<file path="src/sv/osc_pkg.sv">
// ----------------------------------------------------------------------------
// osc_pkg
// Shared constants and types for the opcode signature checksum core.
// ----------------------------------------------------------------------------
`default_nettype none

package osc_pkg;

   localparam int unsigned WORD_W    = 32;
   localparam int unsigned OPCODE_W  = 6;
   localparam int unsigned SIG_ROT   = 17;

   localparam logic [WORD_W-1:0] PRIMARY_MASK = 32'hFC00_0000;
   localparam logic [WORD_W-1:0] LOW6_MASK    = 32'h0000_003F;
   localparam logic [WORD_W-1:0] MID5_MASK    = 32'h0000_07C0;
   localparam logic [WORD_W-1:0] IMM_MASK     = 32'h03FF_0000;
   localparam logic [WORD_W-1:0] EXT_MASK     = 32'h0000_07FF;

   // Primary opcodes that select a sub-opcode class.
   localparam logic [OPCODE_W-1:0] OP_PAIRED   = 6'd4;
   localparam logic [OPCODE_W-1:0] OP_IMM_A    = 6'd7;
   localparam logic [OPCODE_W-1:0] OP_IMM_B    = 6'd8;
   localparam logic [OPCODE_W-1:0] OP_IMM_LO   = 6'd10;
   localparam logic [OPCODE_W-1:0] OP_IMM_HI   = 6'd15;
   localparam logic [OPCODE_W-1:0] OP_EXT_19   = 6'd19;
   localparam logic [OPCODE_W-1:0] OP_EXT_31   = 6'd31;
   localparam logic [OPCODE_W-1:0] OP_EXT_63   = 6'd63;
   localparam logic [OPCODE_W-1:0] OP_FLOAT    = 6'd59;
   localparam logic [OPCODE_W-1:0] OP_LDST_LO  = 6'd32;
   localparam logic [OPCODE_W-1:0] OP_LDST_HI  = 6'd55;

   // Paired-single low-field codes that also carry the middle field.
   localparam logic [OPCODE_W-1:0] PS_LOW_0    = 6'd0;
   localparam logic [OPCODE_W-1:0] PS_LOW_8    = 6'd8;
   localparam logic [OPCODE_W-1:0] PS_LOW_16   = 6'd16;
   localparam logic [OPCODE_W-1:0] PS_LOW_21   = 6'd21;
   localparam logic [OPCODE_W-1:0] PS_LOW_22   = 6'd22;
   localparam logic [OPCODE_W-1:0] FLT_LOW_LIM = 6'd16;

   // Control of the word held in the input register.
   typedef struct packed {
      logic valid;
      logic first;
      logic last;
   } stage_ctl_type;

endpackage : osc_pkg

`default_nettype wire

</file>
<file path="src/sv/opcode_signature_checksum_core.sv">
// ----------------------------------------------------------------------------
// opcode_signature_checksum_core
// Rotate-xor signature over the opcode bits of a function's instruction words.
// ----------------------------------------------------------------------------
// An accepted last word passes the input register, then the result register.
// Throughput: one item per cycle, but a last word waits while a result is held.
// Input register -> opcode reduction -> rotate-xor -> signature and result.
// Reset: synchronous, active high; clears the running signature to zero and
// drops both valid flags.
`default_nettype none

module opcode_signature_checksum_core
   import osc_pkg::*;
(
   input  wire logic              clock,
   input  wire logic              reset,
   input  wire logic              req_tvalid,
   output logic                   req_tready,
   input  wire logic [WORD_W-1:0] req_tdata,   // [31:0] instr_word
   input  wire logic              req_tuser,   // [0] first_word
   input  wire logic              req_tlast,   // last_word
   output logic                   rsp_tvalid,
   input  wire logic              rsp_tready,
   output logic      [WORD_W-1:0] rsp_tdata    // [31:0] signature
);

   stage_ctl_type     ctl_ff, ctl_in;
   logic [WORD_W-1:0] word_ff, word_in;
   logic [WORD_W-1:0] reduced;
   logic              advance;

   // The input register refills in the same cycle it hands its item on.
   assign req_tready = !ctl_ff.valid || advance;

   always_comb begin
      ctl_in  = ctl_ff;
      word_in = word_ff;
      if (advance) begin
         ctl_in.valid = 1'b0;
      end
      if (req_tvalid && req_tready) begin
         ctl_in.valid = 1'b1;
         ctl_in.first = req_tuser;
         ctl_in.last  = req_tlast;
         word_in      = req_tdata;
      end
   end

   always_ff @(posedge clock) begin
      if (reset) begin
         ctl_ff.valid <= 1'b0;
      end else begin
         ctl_ff.valid <= ctl_in.valid;
      end
      ctl_ff.first <= ctl_in.first;
      ctl_ff.last  <= ctl_in.last;
      word_ff      <= word_in;
   end

   osc_reduce u_reduce (
      .word    (word_ff),
      .reduced (reduced)
   );

   osc_accum u_accum (
      .clock      (clock),
      .reset      (reset),
      .stage_ctl  (ctl_ff),
      .reduced    (reduced),
      .advance    (advance),
      .rsp_tvalid (rsp_tvalid),
      .rsp_tready (rsp_tready),
      .rsp_tdata  (rsp_tdata)
   );

endmodule : opcode_signature_checksum_core

`default_nettype wire

</file>
<file path="src/sv/osc_reduce.sv">
// ----------------------------------------------------------------------------
// osc_reduce
// Reduces one instruction word to its primary opcode and sub-opcode bits.
// ----------------------------------------------------------------------------
`default_nettype none

module osc_reduce
   import osc_pkg::*;
(
   input  wire logic [WORD_W-1:0] word,
   output logic      [WORD_W-1:0] reduced
);

   logic [OPCODE_W-1:0] primary;
   logic [OPCODE_W-1:0] low;
   logic [WORD_W-1:0]   sub;

   assign primary = word[WORD_W-1 -: OPCODE_W];
   assign low     = word[OPCODE_W-1:0];

   always_comb begin
      sub = '0;
      unique case (primary) inside
         OP_PAIRED: begin
            sub = word & LOW6_MASK;
            if (low == PS_LOW_0 || low == PS_LOW_8 || low == PS_LOW_16 ||
                low == PS_LOW_21 || low == PS_LOW_22) begin
               sub = sub | (word & MID5_MASK);
            end
         end
         OP_IMM_A, OP_IMM_B, [OP_IMM_LO:OP_IMM_HI], [OP_LDST_LO:OP_LDST_HI]: begin
            sub = word & IMM_MASK;
         end
         OP_EXT_19, OP_EXT_31, OP_EXT_63: begin
            sub = word & EXT_MASK;
         end
         OP_FLOAT: begin
            sub = word & LOW6_MASK;
            if (low < FLT_LOW_LIM) begin
               sub = sub | (word & MID5_MASK);
            end
         end
         default: begin
            sub = '0;
         end
      endcase
   end

   assign reduced = (word & PRIMARY_MASK) | sub;

endmodule : osc_reduce

`default_nettype wire

</file>
<file path="src/sv/osc_accum.sv">
// ----------------------------------------------------------------------------
// osc_accum
// Running rotate-xor signature and the result register toward the output.
// ----------------------------------------------------------------------------
`default_nettype none

module osc_accum
   import osc_pkg::*;
(
   input  wire logic                clock,
   input  wire logic                reset,
   input  wire stage_ctl_type       stage_ctl,
   input  wire logic [WORD_W-1:0]   reduced,
   output logic                     advance,
   output logic                     rsp_tvalid,
   input  wire logic                rsp_tready,
   output logic      [WORD_W-1:0]   rsp_tdata
);

   logic [WORD_W-1:0] sum_ff, sum_in;
   logic [WORD_W-1:0] base;
   logic [WORD_W-1:0] next_sum;
   logic              rsp_valid_ff, rsp_valid_in;
   logic [WORD_W-1:0] rsp_data_ff, rsp_data_in;
   logic              out_free;

   // The result register may take a new item when it is empty or being drained.
   assign out_free = !rsp_valid_ff || rsp_tready;
   assign advance  = stage_ctl.valid && (!stage_ctl.last || out_free);

   assign base     = stage_ctl.first ? '0 : sum_ff;
   assign next_sum = {base[WORD_W-SIG_ROT-1:0], base[WORD_W-1:WORD_W-SIG_ROT]} ^ reduced;

   always_comb begin
      sum_in       = sum_ff;
      rsp_valid_in = rsp_valid_ff && !rsp_tready;
      rsp_data_in  = rsp_data_ff;
      if (advance) begin
         sum_in = next_sum;
         if (stage_ctl.last) begin
            rsp_valid_in = 1'b1;
            rsp_data_in  = next_sum;
         end
      end
   end

   always_ff @(posedge clock) begin
      if (reset) begin
         sum_ff       <= '0;
         rsp_valid_ff <= 1'b0;
      end else begin
         sum_ff       <= sum_in;
         rsp_valid_ff <= rsp_valid_in;
      end
      rsp_data_ff <= rsp_data_in;
   end

   assign rsp_tvalid = rsp_valid_ff;
   assign rsp_tdata  = rsp_data_ff;

endmodule : osc_accum

`default_nettype wire

</file>
<file path="config.mk">
export PLATFORM = sky130hd
export DESIGN_NAME = opcode_signature_checksum_core
export DESIGN_NICKNAME = d
export VERILOG_FILES = /design/src/sv/osc_pkg.sv /design/src/sv/opcode_signature_checksum_core.sv /design/src/sv/osc_reduce.sv /design/src/sv/osc_accum.sv
export SDC_FILE = /design/constraint.sdc
export NUM_CORES = 1
export LEC_CHECK = 0
export ABC_AREA = 1
export BUFFER_PORTS_ARGS = -buffer_cell sky130_fd_sc_hd__buf_4
export CORE_ASPECT_RATIO = 0.6
export CORE_MARGIN = 2
export CORE_UTILIZATION = 40
export CTS_CLUSTER_DIAMETER = 200
export CTS_CLUSTER_SIZE = 20
export DETAILED_ROUTE_END_ITERATION = 16
export SLEW_MARGIN = 25
export SYNTH_ARGS = -nofsm -noshare
export SYNTH_HDL_FRONTEND = slang
export SYNTH_HIERARCHICAL = 1
export SYNTH_SLANG_ARGS = --single-unit
export TNS_END_PERCENT = 50
</file>
<file path="constraint.sdc">
create_clock -name clock -period 3.6 [get_ports clock]
set_input_delay 0.18 -clock clock [delete_from_list [all_inputs] [get_ports clock]]
set_output_delay 0.18 -clock clock [all_outputs]
set_load 0.01 [all_outputs]
</file>
==> metrics.cfg, run 1 <==
[cts]
cts_buffers = 9
cts.htree.levels = 3
cts_buffer_depth = 2
clock_latency_ns = 0.34
clk_pin_slew_ns = 0.07
cts_tree = yes
cts-root-buf = clkbuf_16
cts_sinks = 95
cts_resized = 0

[global_routing]
grtUsageTotal_pct = 16.2
grt_pass1_wl_um = 15700
grt_pass1_vias = 3376
grt_overflow = 0
grt_max_degree = 65
antenna_found_initial = 0

[layout]
synthToLayoutAreaGrowth_pct = 19.6
multi_input_area_um2 = 1450
final_common_cell = nand2_1
drive_above_1_share_pct = 15.7
fin_nets = 668
nFillCells = 1087
diodes = 0
final_util_pct = 48.7
register_area_um2 = 2510
final_cell_mix = 183 x nand2_1, 97 x inv_1, 88 x nor2_1

[floorplan]
dieWidth_um = 142
core_um2 = 11200
ios = 72
dieArea_um2 = 12300
die_y_um = 86.8
start_util_pct = 40.7
num_rows = 30

[pwr]
p_switching_mw = 0.624
p_total_mw = 2.73
p_int_mw = 2.10
combPwrFrac_pct = 10.9
p_sw_share_pct = 22.9
power_density_nw_per_um2 = 499
pwr-share-seq_pct = 47.1
clkPwrFrac_pct = 42.0
p_leak_nw = 2.59
peakVddDrop_mv = 0.216

[sta]
fin_ws_ns = 1.60
tightest_slew_ns = 0.821
tns_ns = 0
finalCritPeriodShare_pct = 55.6
rsz0062_at_grt = no
setup_viol_count_final = 0
clock.fmax_mhz = 499
slew_headroom_pct = 45.3
slew_viol_final = 0
timing_hold_violations_final = 0
layout_min_cycle_time_ns = 2.00
skew_ns = 0.00895

[placed_design]
io_buffers = 66
gp_congestion = 0.741
post-dp-hpwl_um = 6350
post-place-ws_ns = 1.60

[synthesis]
synthCells = 568
yosys_warnings = 6
syn_avg_cell_area_um2 = 8.05
netlist_area_um2 = 4570

[critical_path]
start_kind = flip-flop
critPathMaxFanout = 10
endpoint_kind = flip-flop
worst_path_largest_cell_delay_ns = 0.53
cp_slowest_cell = edfxtp_1
crit_top_cell = nor2_1
cp_num_buf_inv = 2
crit_required_ns = 3.88
crit_arrival_ns = 2.28
crit_chain = inv_2 > a21oi_4 > a21o_1 > nor2_1 > inv_1 > nand3_1 > nand2_1 > nor2_1 > nor2_1
path_class = reg -> reg
critPathTopFamily = compound AO/OA/AOI/OAI gates

[drt]
highest_layer = met4
drc = 0
wirelength_um = 9410
vias_per_cell = 4.49
wire_per_inst_um = 12.1
wl_met3_um = 544
drt_iter0_markers = 261
vias = 3500
met1_length_um = 4620
route.met2.wl_um = 4130
ant_nets = 0
first_pass_iters = 5

[hold_path]
min_path_type = in -> reg

[outcome]
status = finished clean

[job]
cap_violations = 0

==> timing repair <==
action,4_1_cts,5_1_grt
setup buffers,0,0
hold buffers,3,3
hold endpoints to repair,3,3
setup endpoints to repair,0,0
==> stage by stage <==
| step | area, um2 | hold slack [ns] | std cells |
|---|---|---|---|
| 2_1_floorplan | 4590 | 0.242 | 572 |
| 3_3_place_gp | 5040 | 0.346 | 757 |
| 3_5_place_dp | 5040 | 0.357 | 757 |
| 4_1_cts | 5440 | 0.000408 | 776 |
| 5_1_grt | 5470 | 0.000995 | 779 |
| 6_report | 5470 | 0.0130 | 779 |
==> layout make-up <==
| class | instances | share of cell area [%] |
|---|---|---|
| Timing Repair Buffer | 75 | 10.6 |
| Clock inverter | 6 | 2.43 |
| Inverter | 103 | 7.09 |
| Sequential cell | 95 | 45.9 |
| Multi-Input combinational cell | 346 | 26.5 |
| Clock buffer | 10 | 4.19 |
| Tap cell | 144 | 3.30 |
==> sequential cells by signal (all words and copies together) (netlist names) <==
| register | count |
|---|---|
| u_accum/rsp_tdata | 32 |
| word_ff | 27 |
| ctl_ff | 3 |
| u_accum/sum_ff | 32 |
| u_accum/rsp_tvalid | 1 |
==> path summary, 6_finish.rpt <==
| path | startpoint | to | slack (ns) | depth (start not counted) |
|---|---|---|---|---|
| max reg2reg | word_ff[29] | u_accum/sum_ff[21] | 1.60 | 9 |
| max | word_ff[29] | u_accum/sum_ff[21] | 1.60 | 9 |
| min reg2reg | u_accum/sum_ff[10] | u_accum/sum_ff[10] | 0.53 | 4 |
| min | req_tdata[19] | word_ff[19] | 0.01 | 1 |
==> worst reg2reg max path: stages, from the launching register on <==
cell and delay (ns):
edfxtp_1 0.53, inv_2 0.08, a21oi_4 0.27, a21o_1 0.45
nor2_1 0.12, inv_1 0.07, nand3_1 0.07, nand2_1 0.15
nor2_1 0.07, nor2_1 0.13
==> power by group through the flow <==
stage	Combinational, mW	Sequential [mW]	Clock [mW]
after floorplan	0.211	1.30	0
after global placement	0.284	1.30	0
after detailed placement	0.291	1.31	0
after CTS	0.297	1.28	1.17
after global routing	0.341	1.29	1.21
final	0.297	1.28	1.15
==> per-layer routing <==
metal,GRT usage [%],vias to the layer above
met3,4.48,9
met4,4.45,0
li1,-,1832
met5,0,-
met1,21.8,1571
met2,26.0,88
Note: power is estimated with default switching activity, not from simulation.
==> run 2, diff against run 1 <==
- clock period: 3.6 -> 1.8 ns (I/O delays scaled with it)
==> metrics.cfg, run 2 (synthesis results as in run 1) <==
[layout]
final_common_cell = nand2_1
fin_nets = 705
fin_cells = 816
diodes = 0
final_cell_mix = 176 x nand2_1, 95 x inv_1, 85 x nor2_1
drive_above_1_share_pct = 19.5
synthToLayoutAreaGrowth_pct = 29.2
final_util_pct = 52.6

[drt]
wirelength_um = 9690
ant_nets = 0
vias = 3647
vias_per_cell = 4.47
wire_per_inst_um = 11.9
drc = 0
first_pass_iters = 4
drt_iter0_markers = 228

[outcome]
status = finished clean

[floorplan]
start_util_pct = 40.7
die_y_um = 86.8
dieWidth_um = 142
ios = 72
core_um2 = 11200
dieArea_um2 = 12300
num_rows = 30

[cts]
cts_buffers = 9
cts_sinks = 95
cts_tree = yes
clock_latency_ns = 0.34
clk_pin_slew_ns = 0.07
cts.htree.levels = 3
cts_buffer_depth = 2
cts-root-buf = clkbuf_16

[critical_path]
r2r-start = word_ff[29]
path_class = reg -> reg
r2r_end = u_accum/rsp_tdata[20]
reg2reg_depth = 9
endpoint_kind = flip-flop
critPathMaxFanout = 7
start_kind = flip-flop
crit_required_ns = 1.87
crit_arrival_ns = 1.83
cp-startpoint = word_ff[29]
ff2ff_setup_slack_ns = 0.05

[sta]
rsz0062_at_grt = yes
slew_headroom_pct = 57.6
slew_viol_final = 0
fin_ws_ns = 0.0465
clock.fmax_mhz = 570
skew_ns = 0.00511
setup_viol_count_final = 0
finalCritPeriodShare_pct = 97.4
layout_min_cycle_time_ns = 1.75
timing_hold_violations_final = 0
tightest_slew_ns = 0.636

[pwr]
p_leak_nw = 2.76
power_density_nw_per_um2 = 929
peakVddDrop_mv = 0.548

[placed_design]
io_buffers = 66
post-dp-hpwl_um = 6400
place_inst = 762
post-place-ws_ns = 0.0116
gp_congestion = 0.780

[hold_path]
hp-start = req_tvalid
min_path_type = in -> reg
hold_end = ctl_ff[2]
whs_path_depth = 3

[job]
cap_violations = 0

[global_routing]
grtUsageTotal_pct = 16.9
grt_max_degree = 65
grt_overflow = 0
grt_pass1_vias = 3443
antenna_found_initial = 0
grt_pass1_wl_um = 16000

==> run 2: worst max path at each step <==
stage,to,slack (ns)
after CTS,u_accum/sum_ff[21],0.06
final,u_accum/rsp_tdata[20],0.05
after global placement,u_accum/rsp_tdata[1],0.10
after global routing,u_accum/sum_ff[20],-0.06
after detailed placement,u_accum/sum_ff[9],0.01
after floorplan,ctl_ff[0],0.03
==> run 2: metrics by stage <==
stage	total power [mW]	instance area, um2	TNS [ns]	hold slack (ns)
4_1_cts	5.52	5800	0	0.0507
3_3_place_gp	3.21	5130	0	0.256
2_1_floorplan	3.03	4600	0	0.152
5_1_grt	5.74	5900	-0.314	0.0785
6_report	5.49	5900	0	0.0599
3_5_place_dp	3.23	5130	0	0.257
==> run 2: per-layer routing <==
metal	vias up	global-route usage (%)	part of all wire, %
met5	-	0	0
met4	0	4.82	0.85
met2	83	27.5	45
met1	1643	22.1	49
li1	1911	-	-
met3	10	4.92	4.4
==> run 2: critical path, stage by stage, from the launching register on <==
cell,delay (ns)
edfxtp_1,0.45
buf_4,0.17
inv_2,0.06
a21oi_4,0.09
a21o_1,0.20
buf_6,0.14
nor2_1,0.13
inv_1,0.06
nand3_1,0.08
nand2_1,0.11
==> run 2: what timing repair did <==
| action | in CTS | in global routing |
|---|---|---|
| pin swaps | 0 | 7 |
| hold endpoints to repair | 30 | 0 |
| resized for setup | 0 | 20 |
| setup buffers | 2 | 6 |
| gates cloned | 0 | 0 |
| hold buffers | 30 | 0 |
| endpoints found under the setup margin | 1 | 26 |
==> run 2: area by class of cell <==
| class | instances | area, um2 |
|---|---|---|
| Fill cell | 1017 | 5320 |
| Clock inverter | 3 | 90.1 |
| Sequential cell | 95 | 2510 |
| Timing Repair Buffer | 112 | 957 |
| Tap cell | 144 | 180 |
| Inverter | 103 | 390 |
| Clock buffer | 13 | 260 |
| Multi-Input combinational cell | 346 | 1510 |
==> run 2: power breakdown <==
part           leakage, nW  internal [mW]  switching, mW
logic                 1.73          0.304          0.398
clock network        0.170           1.43          0.787
registers            0.856           2.48         0.0839
total                 2.76           4.22           1.27
